**src/rtl/core/fwsi_pkg.sv**
```systemverilog
// Shared types and constants of the sorted-insert transaction queue.
`default_nettype none

package fwsi_pkg;

    localparam int KEY_W     = 16;
    localparam int PAYLOAD_W = 32;
    localparam int PHASE_W   = 3;
    localparam int TIME_W    = 64;
    localparam int ACTION_W  = 2;

    typedef enum logic [ACTION_W-1:0] {
        ACT_PUSH   = 2'd0,
        ACT_SORTED = 2'd1,
        ACT_POP    = 2'd2,
        ACT_PEEK   = 2'd3
    } action_t;

    typedef struct packed {
        logic [KEY_W-1:0]     key;
        logic [PAYLOAD_W-1:0] payload;
        logic [PHASE_W-1:0]   phase;
        logic [TIME_W-1:0]    tstamp;
    } entry_t;

    // Per-cycle command broadcast to every cell of the row.
    typedef struct packed {
        logic push_en;
        logic sorted;
        logic pop_en;
    } cell_ctrl_t;

endpackage

`default_nettype wire

```
**src/rtl/core/fwsi_if.sv**
```systemverilog
// Request and response channel interfaces of the sorted-insert transaction queue.
`default_nettype none

interface fwsi_req_if;
    logic                           valid;
    logic                           ready;
    logic [fwsi_pkg::ACTION_W-1:0]  action;
    logic [fwsi_pkg::KEY_W-1:0]     packet_key;
    logic [fwsi_pkg::PAYLOAD_W-1:0] payload_ref;
    logic [fwsi_pkg::PHASE_W-1:0]   phase_code;
    logic [fwsi_pkg::TIME_W-1:0]    time_value;

    modport source (
        output valid, action, packet_key, payload_ref, phase_code, time_value,
        input  ready
    );
    modport sink (
        input  valid, action, packet_key, payload_ref, phase_code, time_value,
        output ready
    );
endinterface

interface fwsi_rsp_if #(
    parameter int QUEUE_DEPTH = 16
);
    localparam int CNT_W = $clog2(QUEUE_DEPTH + 1);

    logic                           valid;
    logic                           ready;
    logic                           ok;
    logic [fwsi_pkg::KEY_W-1:0]     out_key;
    logic [fwsi_pkg::PAYLOAD_W-1:0] out_payload;
    logic [fwsi_pkg::PHASE_W-1:0]   out_phase;
    logic [fwsi_pkg::TIME_W-1:0]    out_time;
    logic [CNT_W-1:0]               fill_count;

    modport source (
        output valid, ok, out_key, out_payload, out_phase, out_time, fill_count,
        input  ready
    );
    modport sink (
        input  valid, ok, out_key, out_payload, out_phase, out_time, fill_count,
        output ready
    );
endinterface

`default_nettype wire

```
**src/rtl/core/fwsi_cell.sv**
```systemverilog
// One slot of the queue row: holds an entry and shifts toward or away from the head.
`default_nettype none

module fwsi_cell #(
    parameter int QUEUE_DEPTH = 16,
    parameter int IDX         = 0
) (
    input  wire                          clk,
    input  wire fwsi_pkg::cell_ctrl_t    ctrl,
    input  wire [$clog2(QUEUE_DEPTH+1)-1:0] count,
    input  wire fwsi_pkg::entry_t        new_entry,
    input  wire fwsi_pkg::entry_t        lower,
    input  wire fwsi_pkg::entry_t        upper,
    input  wire                          found_in,
    output logic                         found_out,
    output fwsi_pkg::entry_t             entry
);

    localparam int CNT_W = $clog2(QUEUE_DEPTH + 1);
    localparam logic [CNT_W-1:0] MY_POS = CNT_W'(IDX);

    fwsi_pkg::entry_t entry_reg;
    fwsi_pkg::entry_t entry_next;
    logic             live;
    logic             at_tail;
    logic             greater;

    assign live    = MY_POS < count;
    assign at_tail = MY_POS == count;
    // This slot is an insertion candidate when it is live and its key is strictly greater.
    assign greater   = ctrl.sorted && live && (entry_reg.key > new_entry.key);
    assign found_out = found_in | greater;
    assign entry     = entry_reg;

    always_comb
    begin
        entry_next = entry_reg;
        if (ctrl.pop_en)
        begin
            entry_next = upper;
        end
        else if (ctrl.push_en)
        begin
            // The first greater slot takes the new entry, or the tail slot if none was found;
            // every live slot behind an insertion point moves up by one.
            if (!found_in && (greater || at_tail))
            begin
                entry_next = new_entry;
            end
            else if (found_in && (live || at_tail))
            begin
                entry_next = lower;
            end
        end
    end

    always_ff @(posedge clk)
    begin
        entry_reg <= entry_next;
    end

endmodule

`default_nettype wire

```
**src/rtl/core/fifo_with_sorted_insert.sv**
```systemverilog
// Top level of the bounded transaction queue with plain and key-sorted insertion.
//
// Requests arrive on the req channel and each produces exactly one result on the
// rsp channel. A request is one of: push at tail, sorted push (placed before the
// first entry, counted from the head, whose key is strictly greater), pop head,
// or peek head. Pushes into a full queue and pops or peeks of an empty queue
// return ok = 0; entry fields of a result are zero unless a pop or peek hit.
// fill_count gives the number of entries held after the request.
//
// The queue is a row of QUEUE_DEPTH cells ordered from the head at cell 0. A pop
// shifts every cell down by one; a sorted push finds the insertion point through a
// ripple chain across the cells and shifts the live cells behind it up by one, all
// in the cycle the request is accepted. Each transfer on req yields its result in
// the next cycle from an output register, so one request per cycle is sustained;
// req.ready drops only while a result waits and rsp.ready is low. Reset empties the
// queue and clears the pending result; stored entries are not cleared.
`default_nettype none

module fifo_with_sorted_insert #(
    parameter int QUEUE_DEPTH = 16
) (
    input wire          clk,
    input wire          rst_n,
    fwsi_req_if.sink    req,
    fwsi_rsp_if.source  rsp
);

    localparam int CNT_W = $clog2(QUEUE_DEPTH + 1);
    localparam logic [CNT_W-1:0] FULL_COUNT = CNT_W'(QUEUE_DEPTH);

    fwsi_pkg::entry_t     cell_entry [QUEUE_DEPTH];
    logic                 found [QUEUE_DEPTH+1];
    fwsi_pkg::entry_t     new_entry;
    fwsi_pkg::cell_ctrl_t ctrl;
    fwsi_pkg::action_t    action;

    logic [CNT_W-1:0]     count_reg;
    logic [CNT_W-1:0]     count_next;
    logic                 rsp_valid_reg;
    logic                 rsp_valid_next;
    logic                 ok_reg;
    logic                 ok_next;
    fwsi_pkg::entry_t     out_entry_reg;
    fwsi_pkg::entry_t     out_entry_next;
    logic [CNT_W-1:0]     fill_reg;

    logic accept;
    logic full;
    logic empty;
    logic is_push;
    logic is_read;
    logic is_pop;
    logic is_sorted;

    assign action    = fwsi_pkg::action_t'(req.action);
    assign new_entry = '{key: req.packet_key, payload: req.payload_ref,
                         phase: req.phase_code, tstamp: req.time_value};

    assign req.ready = !rsp_valid_reg || rsp.ready;
    assign accept    = req.valid && req.ready;
    assign full      = count_reg == FULL_COUNT;
    assign empty     = count_reg == '0;

    always_comb
    begin
        is_push   = 1'b0;
        is_read   = 1'b0;
        is_pop    = 1'b0;
        is_sorted = 1'b0;
        unique case (action)
            fwsi_pkg::ACT_PUSH:
            begin
                is_push = 1'b1;
            end
            fwsi_pkg::ACT_SORTED:
            begin
                is_push   = 1'b1;
                is_sorted = 1'b1;
            end
            fwsi_pkg::ACT_POP:
            begin
                is_read = 1'b1;
                is_pop  = 1'b1;
            end
            fwsi_pkg::ACT_PEEK:
            begin
                is_read = 1'b1;
            end
            default:
            begin
                is_push = 1'b0;
            end
        endcase
    end

    assign ctrl = '{push_en: accept && is_push && !full,
                    sorted:  is_sorted,
                    pop_en:  accept && is_pop && !empty};

    always_comb
    begin
        count_next = count_reg;
        if (ctrl.push_en)
        begin
            count_next = count_reg + 1'b1;
        end
        else if (ctrl.pop_en)
        begin
            count_next = count_reg - 1'b1;
        end
    end

    assign found[0] = 1'b0;

    for (genvar i = 0; i < QUEUE_DEPTH; i++)
    begin : g_cell
        fwsi_cell #(
            .QUEUE_DEPTH (QUEUE_DEPTH),
            .IDX         (i)
        ) u_cell (
            .clk       (clk),
            .ctrl      (ctrl),
            .count     (count_reg),
            .new_entry (new_entry),
            .lower     ((i == 0) ? new_entry : cell_entry[(i == 0) ? 0 : i-1]),
            .upper     ((i == QUEUE_DEPTH-1) ? cell_entry[i]
                                             : cell_entry[(i == QUEUE_DEPTH-1) ? i : i+1]),
            .found_in  (found[i]),
            .found_out (found[i+1]),
            .entry     (cell_entry[i])
        );
    end

    // The head always sits in cell 0, so a pop or peek reads it before any shift.
    assign ok_next        = accept && ((is_push && !full) || (is_read && !empty));
    assign out_entry_next = (is_read && !empty) ? cell_entry[0] : '0;
    assign rsp_valid_next = accept || (rsp_valid_reg && !rsp.ready);

    always_ff @(posedge clk or negedge rst_n)
    begin
        if (!rst_n)
        begin
            count_reg     <= '0;
            rsp_valid_reg <= 1'b0;
        end
        else
        begin
            count_reg     <= count_next;
            rsp_valid_reg <= rsp_valid_next;
        end
    end

    always_ff @(posedge clk)
    begin
        if (accept)
        begin
            ok_reg        <= ok_next;
            out_entry_reg <= out_entry_next;
            fill_reg      <= count_next;
        end
    end

    assign rsp.valid       = rsp_valid_reg;
    assign rsp.ok          = ok_reg;
    assign rsp.out_key     = out_entry_reg.key;
    assign rsp.out_payload = out_entry_reg.payload;
    assign rsp.out_phase   = out_entry_reg.phase;
    assign rsp.out_time    = out_entry_reg.tstamp;
    assign rsp.fill_count  = fill_reg;

`ifndef SYNTHESIS
    a_count_bound: assert property (@(posedge clk) disable iff (!rst_n)
        count_reg <= FULL_COUNT)
        else $error("entry count exceeds queue depth");

    a_pop_decrements: assert property (@(posedge clk) disable iff (!rst_n)
        (accept && is_pop && !empty) |=> (count_reg == $past(count_reg) - 1'b1))
        else $error("successful pop did not remove one entry");

    a_full_push_refused: assert property (@(posedge clk) disable iff (!rst_n)
        (accept && is_push && full) |=> (count_reg == FULL_COUNT))
        else $error("push into a full queue changed the count");

    a_insert_point_live: assert property (@(posedge clk) disable iff (!rst_n)
        found[QUEUE_DEPTH] |-> !empty)
        else $error("sorted insertion point found in an empty queue");
`endif

endmodule

`default_nettype wire
```
**src/flat_wrapper.sv**
```systemverilog
// flat-port wrapper written by rule: the top's interface ports become plain ports
module fifo_with_sorted_insert_flat 
#(
    parameter int QUEUE_DEPTH = 16
)
  (clk, rst_n, req_valid, req_action, req_packet_key, req_payload_ref, req_phase_code, req_time_value, req_ready, rsp_valid, rsp_ok, rsp_out_key, rsp_out_payload, rsp_out_phase, rsp_out_time, rsp_fill_count, rsp_ready);
  fwsi_req_if req_i ();
  fwsi_rsp_if #(.QUEUE_DEPTH(QUEUE_DEPTH)) rsp_i ();
  input wire clk;
  input wire rst_n;
  input wire logic [$bits(req_i.valid)-1:0] req_valid;
  input wire logic [$bits(req_i.action)-1:0] req_action;
  input wire logic [$bits(req_i.packet_key)-1:0] req_packet_key;
  input wire logic [$bits(req_i.payload_ref)-1:0] req_payload_ref;
  input wire logic [$bits(req_i.phase_code)-1:0] req_phase_code;
  input wire logic [$bits(req_i.time_value)-1:0] req_time_value;
  output wire logic [$bits(req_i.ready)-1:0] req_ready;
  output wire logic [$bits(rsp_i.valid)-1:0] rsp_valid;
  output wire logic [$bits(rsp_i.ok)-1:0] rsp_ok;
  output wire logic [$bits(rsp_i.out_key)-1:0] rsp_out_key;
  output wire logic [$bits(rsp_i.out_payload)-1:0] rsp_out_payload;
  output wire logic [$bits(rsp_i.out_phase)-1:0] rsp_out_phase;
  output wire logic [$bits(rsp_i.out_time)-1:0] rsp_out_time;
  output wire logic [$bits(rsp_i.fill_count)-1:0] rsp_fill_count;
  input wire logic [$bits(rsp_i.ready)-1:0] rsp_ready;
  assign req_i.valid = req_valid;
  assign req_i.action = req_action;
  assign req_i.packet_key = req_packet_key;
  assign req_i.payload_ref = req_payload_ref;
  assign req_i.phase_code = req_phase_code;
  assign req_i.time_value = req_time_value;
  assign req_ready = req_i.ready;
  assign rsp_valid = rsp_i.valid;
  assign rsp_ok = rsp_i.ok;
  assign rsp_out_key = rsp_i.out_key;
  assign rsp_out_payload = rsp_i.out_payload;
  assign rsp_out_phase = rsp_i.out_phase;
  assign rsp_out_time = rsp_i.out_time;
  assign rsp_fill_count = rsp_i.fill_count;
  assign rsp_i.ready = rsp_ready;
  fifo_with_sorted_insert #(.QUEUE_DEPTH(QUEUE_DEPTH)) u_core (.clk(clk), .rst_n(rst_n), .req(req_i), .rsp(rsp_i));
endmodule
```
**config.mk**
```make
export PLATFORM = sky130hd
export DESIGN_NAME = fifo_with_sorted_insert_flat
export DESIGN_NICKNAME = d
export VERILOG_FILES = /design/src/rtl/core/fwsi_pkg.sv /design/src/rtl/core/fwsi_if.sv /design/src/rtl/core/fwsi_cell.sv /design/src/rtl/core/fifo_with_sorted_insert.sv /design/src/flat_wrapper.sv
export SDC_FILE = /design/constraint.sdc
export NUM_CORES = 2
export LEC_CHECK = 0
export BUFFER_PORTS_ARGS = -buffer_cell sky130_fd_sc_hd__buf_2
export CAP_MARGIN = 15
export CORE_MARGIN = 2
export CORE_UTILIZATION = 25
export DETAILED_ROUTE_END_ITERATION = 7
export PLACE_DENSITY = 0.47
export SETUP_SLACK_MARGIN = 0.1
export SYNTH_ARGS = -nofsm -noshare
export SYNTH_HDL_FRONTEND = slang
export SYNTH_SLANG_ARGS = --single-unit
```
**constraint.sdc**
```tcl
create_clock -name clk -period 17 [get_ports clk]
set_clock_uncertainty 0.2 [all_clocks]
set_input_delay 3.4 -clock clk [delete_from_list [all_inputs] [get_ports clk]]
set_output_delay 3.4 -clock clk [all_outputs]
set_load 0.02 [all_outputs]
```
Word level (Yosys, flattened, before mapping) --
Index checks and enable logic that the tools add are counted.
Cells by class: magnitude comparators 32, eq/ne operators 19, reductions and logical operators 161, add/subtract/negate cells 2, muxes and demuxes 67, bitwise gates (word level) 15
Operator list (count):
- $mux 115 | 61
- $gt 16x16->1 | 16
- $logic_and 1x1->1 | 71
- $reduce_bool 3->1 | 14
- $eq 4x5->1 const A | 8
- $lt 4x5->1 const A | 8
- $logic_or 1x1->1 | 34
- $reduce_and 2->1 | 15
- $eq 3x5->1 const A | 4
- $lt 3x5->1 const A | 4
- $logic_not 1->1 | 19
- $or 1x1->1 | 14
- $eq 2x5->1 const A | 2
- $lt 1x5->1 const A | 2
- $lt 2x5->1 const A | 2
- $mux 5 | 2
- $reduce_bool 2->1 | 3
- $add 5x1->5 const B | 1
- $eq 1x5->1 const A | 1
- $eq 5x5->1 const B | 1
- $logic_not 5->1 | 1
- $sub 5x1->5 const B | 1
- $eq 2x2->1 const B | 2
- $mux 1 | 4
- other kinds (5) | 6
Word-level totals: flip-flop bits (word level) 1967, bits of input ports 121, word-level logic and storage cells 368, output and inout bits 123

Longest topological paths before layout --
depth in word-level cells 22, gate-level depth with buffers 15, gate-level depth less buffers 11

By module --
From an unflattened synthesis, not the netlist that was laid out.
Unflattened totals: cells, all modules 12103, area total of the unflattened synthesis 125534.1 µm²
By module, submodules not included:
- fwsi_cell at u_core.g_cell[8].u_cell | area each 8117.8 µm², cells an instance 832, instances 1, seq. area each 3453.3 µm²
- fwsi_cell at u_core.g_cell[1].u_cell | area each 7988.9 µm², cells an instance 743, instances 1, seq. area each 3453.3 µm²
- fwsi_cell at u_core.g_cell[7].u_cell | area each 7958.9 µm², cells an instance 735, instances 1, seq. area each 3453.3 µm²
- fwsi_cell at u_core.g_cell[3].u_cell | area each 7922.6 µm², cells an instance 750, instances 1, seq. area each 3453.3 µm²
- fwsi_cell at u_core.g_cell[9].u_cell | area each 7916.3 µm², cells an instance 749, instances 1, seq. area each 3453.3 µm²
- fwsi_cell at u_core.g_cell[5].u_cell | area each 7871.3 µm², cells an instance 750, instances 1, seq. area each 3453.3 µm²
- fwsi_cell at u_core.g_cell[14].u_cell | area each 7808.7 µm², cells an instance 747, instances 1, seq. area each 3453.3 µm²
- fwsi_cell at u_core.g_cell[15].u_cell | area each 7781.2 µm², cells an instance 748, instances 1, seq. area each 3453.3 µm²
- fwsi_cell at u_core.g_cell[6].u_cell | area each 7778.7 µm², cells an instance 748, instances 1, seq. area each 3453.3 µm²
- fwsi_cell at u_core.g_cell[4].u_cell | area each 7777.5 µm², cells an instance 748, instances 1, seq. area each 3453.3 µm²
- fwsi_cell at u_core.g_cell[2].u_cell | area each 7756.2 µm², cells an instance 748, instances 1, seq. area each 3453.3 µm²
- fwsi_cell at u_core.g_cell[13].u_cell | area each 7000.5 µm², cells an instance 699, instances 1, seq. area each 3453.3 µm²
- fwsi_cell at u_core.g_cell[10].u_cell | area each 6925.4 µm², cells an instance 702, instances 1, seq. area each 3453.3 µm²
- fwsi_cell at u_core.g_cell[11].u_cell | area each 6790.3 µm², cells an instance 701, instances 1, seq. area each 3453.3 µm²
- 3 more rows

Worst setup path after synthesis --
Ideal clock, no wire load.
path kind input to register, start input req_packet_key[9], end register u_core.g_cell[15].u_cell.entry_reg (netlist bit u_core.g_cell[15].u_cell.entry[0]) (enable), path buffers 3, data required time 16041 ps, arrival 14718 ps, stages 13, slack 1324 ps, library setup time 759 ps, path through inv_1 ha_1 a211o_1 o211ai_1 a21oi_1 or4_1 a22oi_1 nand4_1 or3_1 buf_2 clkbuf_1 clkbuf_1 a211oi_1
On the way: word-level cells in the longest chain between the ends 20, elaborated cells between the ends (all ways) 52, those cells by class order compare (16); bitwise (14); reduce/logical (22)
RTL lines:
- start, declared | line flat_wrapper.sv:13 | input wire logic [$bits(req_i.packet_key)-1:0] req_packet_key;
- $gt 16x16->1 | line fwsi_cell.sv:31 | assign greater = ctrl.sorted && live && (entry_reg.key > new_entry.key);
- $logic_and 1x1->1 | line fwsi_cell.sv:31
- $or 1x1->1 (14 in series) | line fwsi_cell.sv:32 | assign found_out = found_in | greater;
- $logic_not 1->1 | line fwsi_cell.sv:46 | if (!found_in && (greater || at_tail))
- $logic_and 1x1->1 | line fwsi_cell.sv:46
- $reduce_bool 2->1 (no line) (*)
- $reduce_and 3->1 (no line) (*)
- end signal, assigned | line fwsi_cell.sv:59 | entry_reg <= entry_next;
- end, declared | line fwsi_cell.sv:22 | fwsi_pkg::entry_t entry_reg;
Every way passes the cells marked *; elsewhere a longest branch is shown, timed or not. A chain may end at the register's enable or synchronous reset.

==> flow_summary.yaml <==
outcome:
  status: "finished clean"
clocking:
  clockBufferDepth: 4
  cts-buffers-inserted: 230
  cts-hold-fix-buffers: 0
  cts_resized: 0
  root_buffer: "clkbuf_16"
  cts_setup_buffers: 0
  cts_max_level: 4
  clkLatencyLatePin_ns: 0.92
  clkTransAtPathRegs_ns: 0.06
  cts_tree: "built"
  numClockSinks: 1967
cells_and_area:
  nets: 9474
  drive_above_1_share: 0.0877
  stdcell_count: 14742
  largest_register_ffs: 1840
  area_growth_pct: 13.5
place:
  place_ws_ns: 6.59
  placed_cells: 14311
  portBuffers: 243
  gp_congestion: 0.831
  place_hpwl_um: 215000
timing:
  fmax_ghz: 0.105
  period_minus_slack_ns: 9.49
  drv_slew: 0
  timing.final.hold_violations: 0
  fin_tns_setup_ns: 0
  tightest_slew_ns: 1.21
  setup_viol: 0
  slew_headroom: 0.191
  finalCritPeriodShare: 0.558
  rsz0062_at_grt: "false"
  layout_setup_ws_ns: 7.51
  holdWs_ns: 0.302
floorplan:
  initial_utilization: 0.251
  die_x_um: 645
  die_h_um: 645
  rows: 235
  dieArea_mm2: 0.416
  core-area_mm2: 0.409
  boundaryPins: 244
worst_setup_path:
  rrSetupSlack_ns: 9.41
  start_kind: "primary input"
  required_ns: 17.39
  path_class: "in -> reg"
  cp_slowest_stage_delay_ns: 0.83
  cpMostUsedCell: "buf_4"
  cp-end-kind: "register"
  cp_slowest_cell: "buf_4"
  worstPathArrival_ns: 9.88
  cp_max_fo: 33
  r2r_cells: 12
  crit_path_cell_trace: "buf_2 -> inv_1 -> ha_1 -> a21oi_1 -> o21ai_0 -> a221oi_1 -> nor2_1 -> o21ai_1 -> nand3_1 -> nor3_2 -> buf_4 -> buf_4 -> buf_4 -> mux2i_1 -> o21ai_0"
flow_run:
  maxCapViolations: 0
routing:
  via_per_inst: 4.99
  wl_per_cell_um: 24.9
  vias: 73562
  totalWireLength_um: 366000
  drt_pass1_iterations: 6
  detail_route.iter0.violations: 7043
  drc: 0
  ant_nets: 0
power:
  pwr-share-seq: 0.441
  combPwrFrac: 0.230
  pwr-share-clk: 0.329
  p_per_area_mw_per_mm2: 130
  total_power_mw: 15.2
  switching_share: 0.324
  p_leak_nw: 40.0
  switching_power_mw: 4.92
  internal-power_mw: 10.3
  vdd_drop_max_mv: 0.0882
synth:
  synth-xor-area-share: 0.000341
  synth_top_family_by_area: "multiplexers"
  async_reset_ff_frac: 0.00305
  netlist_area_mm2: 0.103
  synth_top_cell_by_area: "edfxtp_1"
  synth-compound-area-share: 0.101
  syn_area_per_cell_um2: 11.1
  synthCells: 9255
  yosys_register_bits: 1967
  yosys.area.top_type_share: 0.573
  synthAdderAreaFrac: 0.0318
  synth-warning-count: 0
  syn-num-nets: 9637
  synthTopCellsByArea: "edfxtp_1 (57%), mux2i_1 (13%), nand2_1 (7.0%)"
  synth.mux.area_fraction: 0.146
  ys_seq_area_frac: 0.575
  synth_ff_type: "edfxtp_1"
  synth-simple-area-share: 0.114
  yosysUniqueCellTypes: 67
  synth_edf_count: 1961
grt:
  grt_max_degree: 260
  grt_pass1_wl_um: 525000
  antenna_found_initial: 60
  gr-total-overflow: 0
  grt.total_usage: 0.169
  first_global_vias: 72731
hold_path:
  holdPathStages: 2
  hp-class: "reg -> reg"
[power by group through the flow]
stage                     combinational [mW]  sequential (mW)  clock (mW)
after global routing                    3.77             6.75        5.31
after detailed placement                3.50             6.78           0
after CTS                               3.51             6.69        5.14
after floorplan                         2.15             6.80           0
after global placement                  3.45             6.77           0
final                                   3.50             6.70        4.99
[per-layer routing]
metal	share of wire	global-route usage	vias up	wire length [µm]
li1	-	-	33622	-
met1	0.48	0.243	37133	174000
met2	0.45	0.268	2280	165000
met3	0.051	0.0228	517	18600
met4	0.024	0.0394	10	8780
met5	0.00019	0	-	70
[critical path, delay by kind of cell]
kind | cells | cell delay [ns]
AO/OA/AOI/OAI | 5 | 1.38
adder cells (fa/ha/maj) | 1 | 0.48
buffers and inverters | 5 | 2.92
multiplexers | 1 | 0.26
AND/OR/NAND/NOR | 3 | 1.28
[final timing paths]
kind,from,to
worst min-delay path,u_core.g_cell[15].u_cell.entry[48],u_core.g_cell[14].u_cell.entry[48]
worst max-delay path,req_packet_key[7],u_core.g_cell[7].u_cell.entry[50]
max in group asynchronous,rst_n,u_core.count_reg[1]
worst min register to register,u_core.g_cell[15].u_cell.entry[48],u_core.g_cell[14].u_cell.entry[48]
worst max register to register,u_core.count_reg[1],u_core.g_cell[2].u_cell.entry[39]
min in group asynchronous,rst_n,u_core.rsp.valid
[metrics by stage]
step | cell area [µm²] | util
global route | 117000 | 0.285
CTS | 117000 | 0.285
floorplan | 103000 | -
finish | 117000 | 0.285
global placement | 109000 | 0.267
detailed placement | 109000 | 0.267
[cell families after synthesis]
family / count (synthesis)
simple gates: 2812
flops: 1967
compound gates: 1906
mux: 1479
buf+inv: 826
fa+ha+maj: 261
xor+xnor: 4
[cell type report]
cell class	count	area, µm²
timing repair buffer	385	2530
clock buffer	292	6080
multi-input combinational	6462	40600
inverter	46	178
tap	5451	6820
sequential	1967	59000
antenna	9	22.5
clock inverter	130	1250
fill	42288	293000
[layout by cell type (no fill, tap or decap), types with 19 or more instances in the layout]
cell type | netlist | layout
a21oi_1 | 339 | 336
a31oi_1 | 123 | 122
and3_1 | 117 | 116
buf_12 | 0 | 19
buf_2 | 120 | 242
buf_4 | 16 | 123
bufinv_16 | 0 | 22
clkbuf_1 | 616 | 56
clkbuf_16 | 0 | 233
clkinv_1 | 0 | 46
clkinv_2 | 0 | 45
edfxtp_1 | 1961 | 1961
ha_1 | 261 | 261
inv_1 | 46 | 45
mux2_1 | 50 | 50
mux2_2 | 65 | 65
mux2i_1 | 1364 | 1364
nand2_1 | 1916 | 1911
nand3_1 | 139 | 136
nand4_1 | 42 | 42
nor2_1 | 386 | 385
nor2b_1 | 20 | 20
nor3_1 | 25 | 23
o211ai_1 | 127 | 127
o21ai_0 | 1205 | 1196
or3_1 | 120 | 118
[cell usage after synthesis (all sizes together), types with 8 or more instances]
| cell | number |
|---|---|
| edfxtp | 1961 |
| nand2 | 1916 |
| mux2i | 1364 |
| o21ai | 1206 |
| clkbuf | 616 |
| nor2 | 386 |
| a21oi | 340 |
| ha | 261 |
| buf | 164 |
| nand3 | 139 |
| o211ai | 127 |
| a31oi | 123 |
| or3 | 120 |
| and3 | 117 |
| mux2 | 115 |
| inv | 46 |
| nand4 | 43 |
| nor3 | 26 |
| nor2b | 20 |
| a21o | 17 |
| o21a | 15 |
| nor4 | 11 |
| a211o | 10 |
| a211oi | 10 |
| nand2b | 8 |
Power figures use the tool's default switching activity.
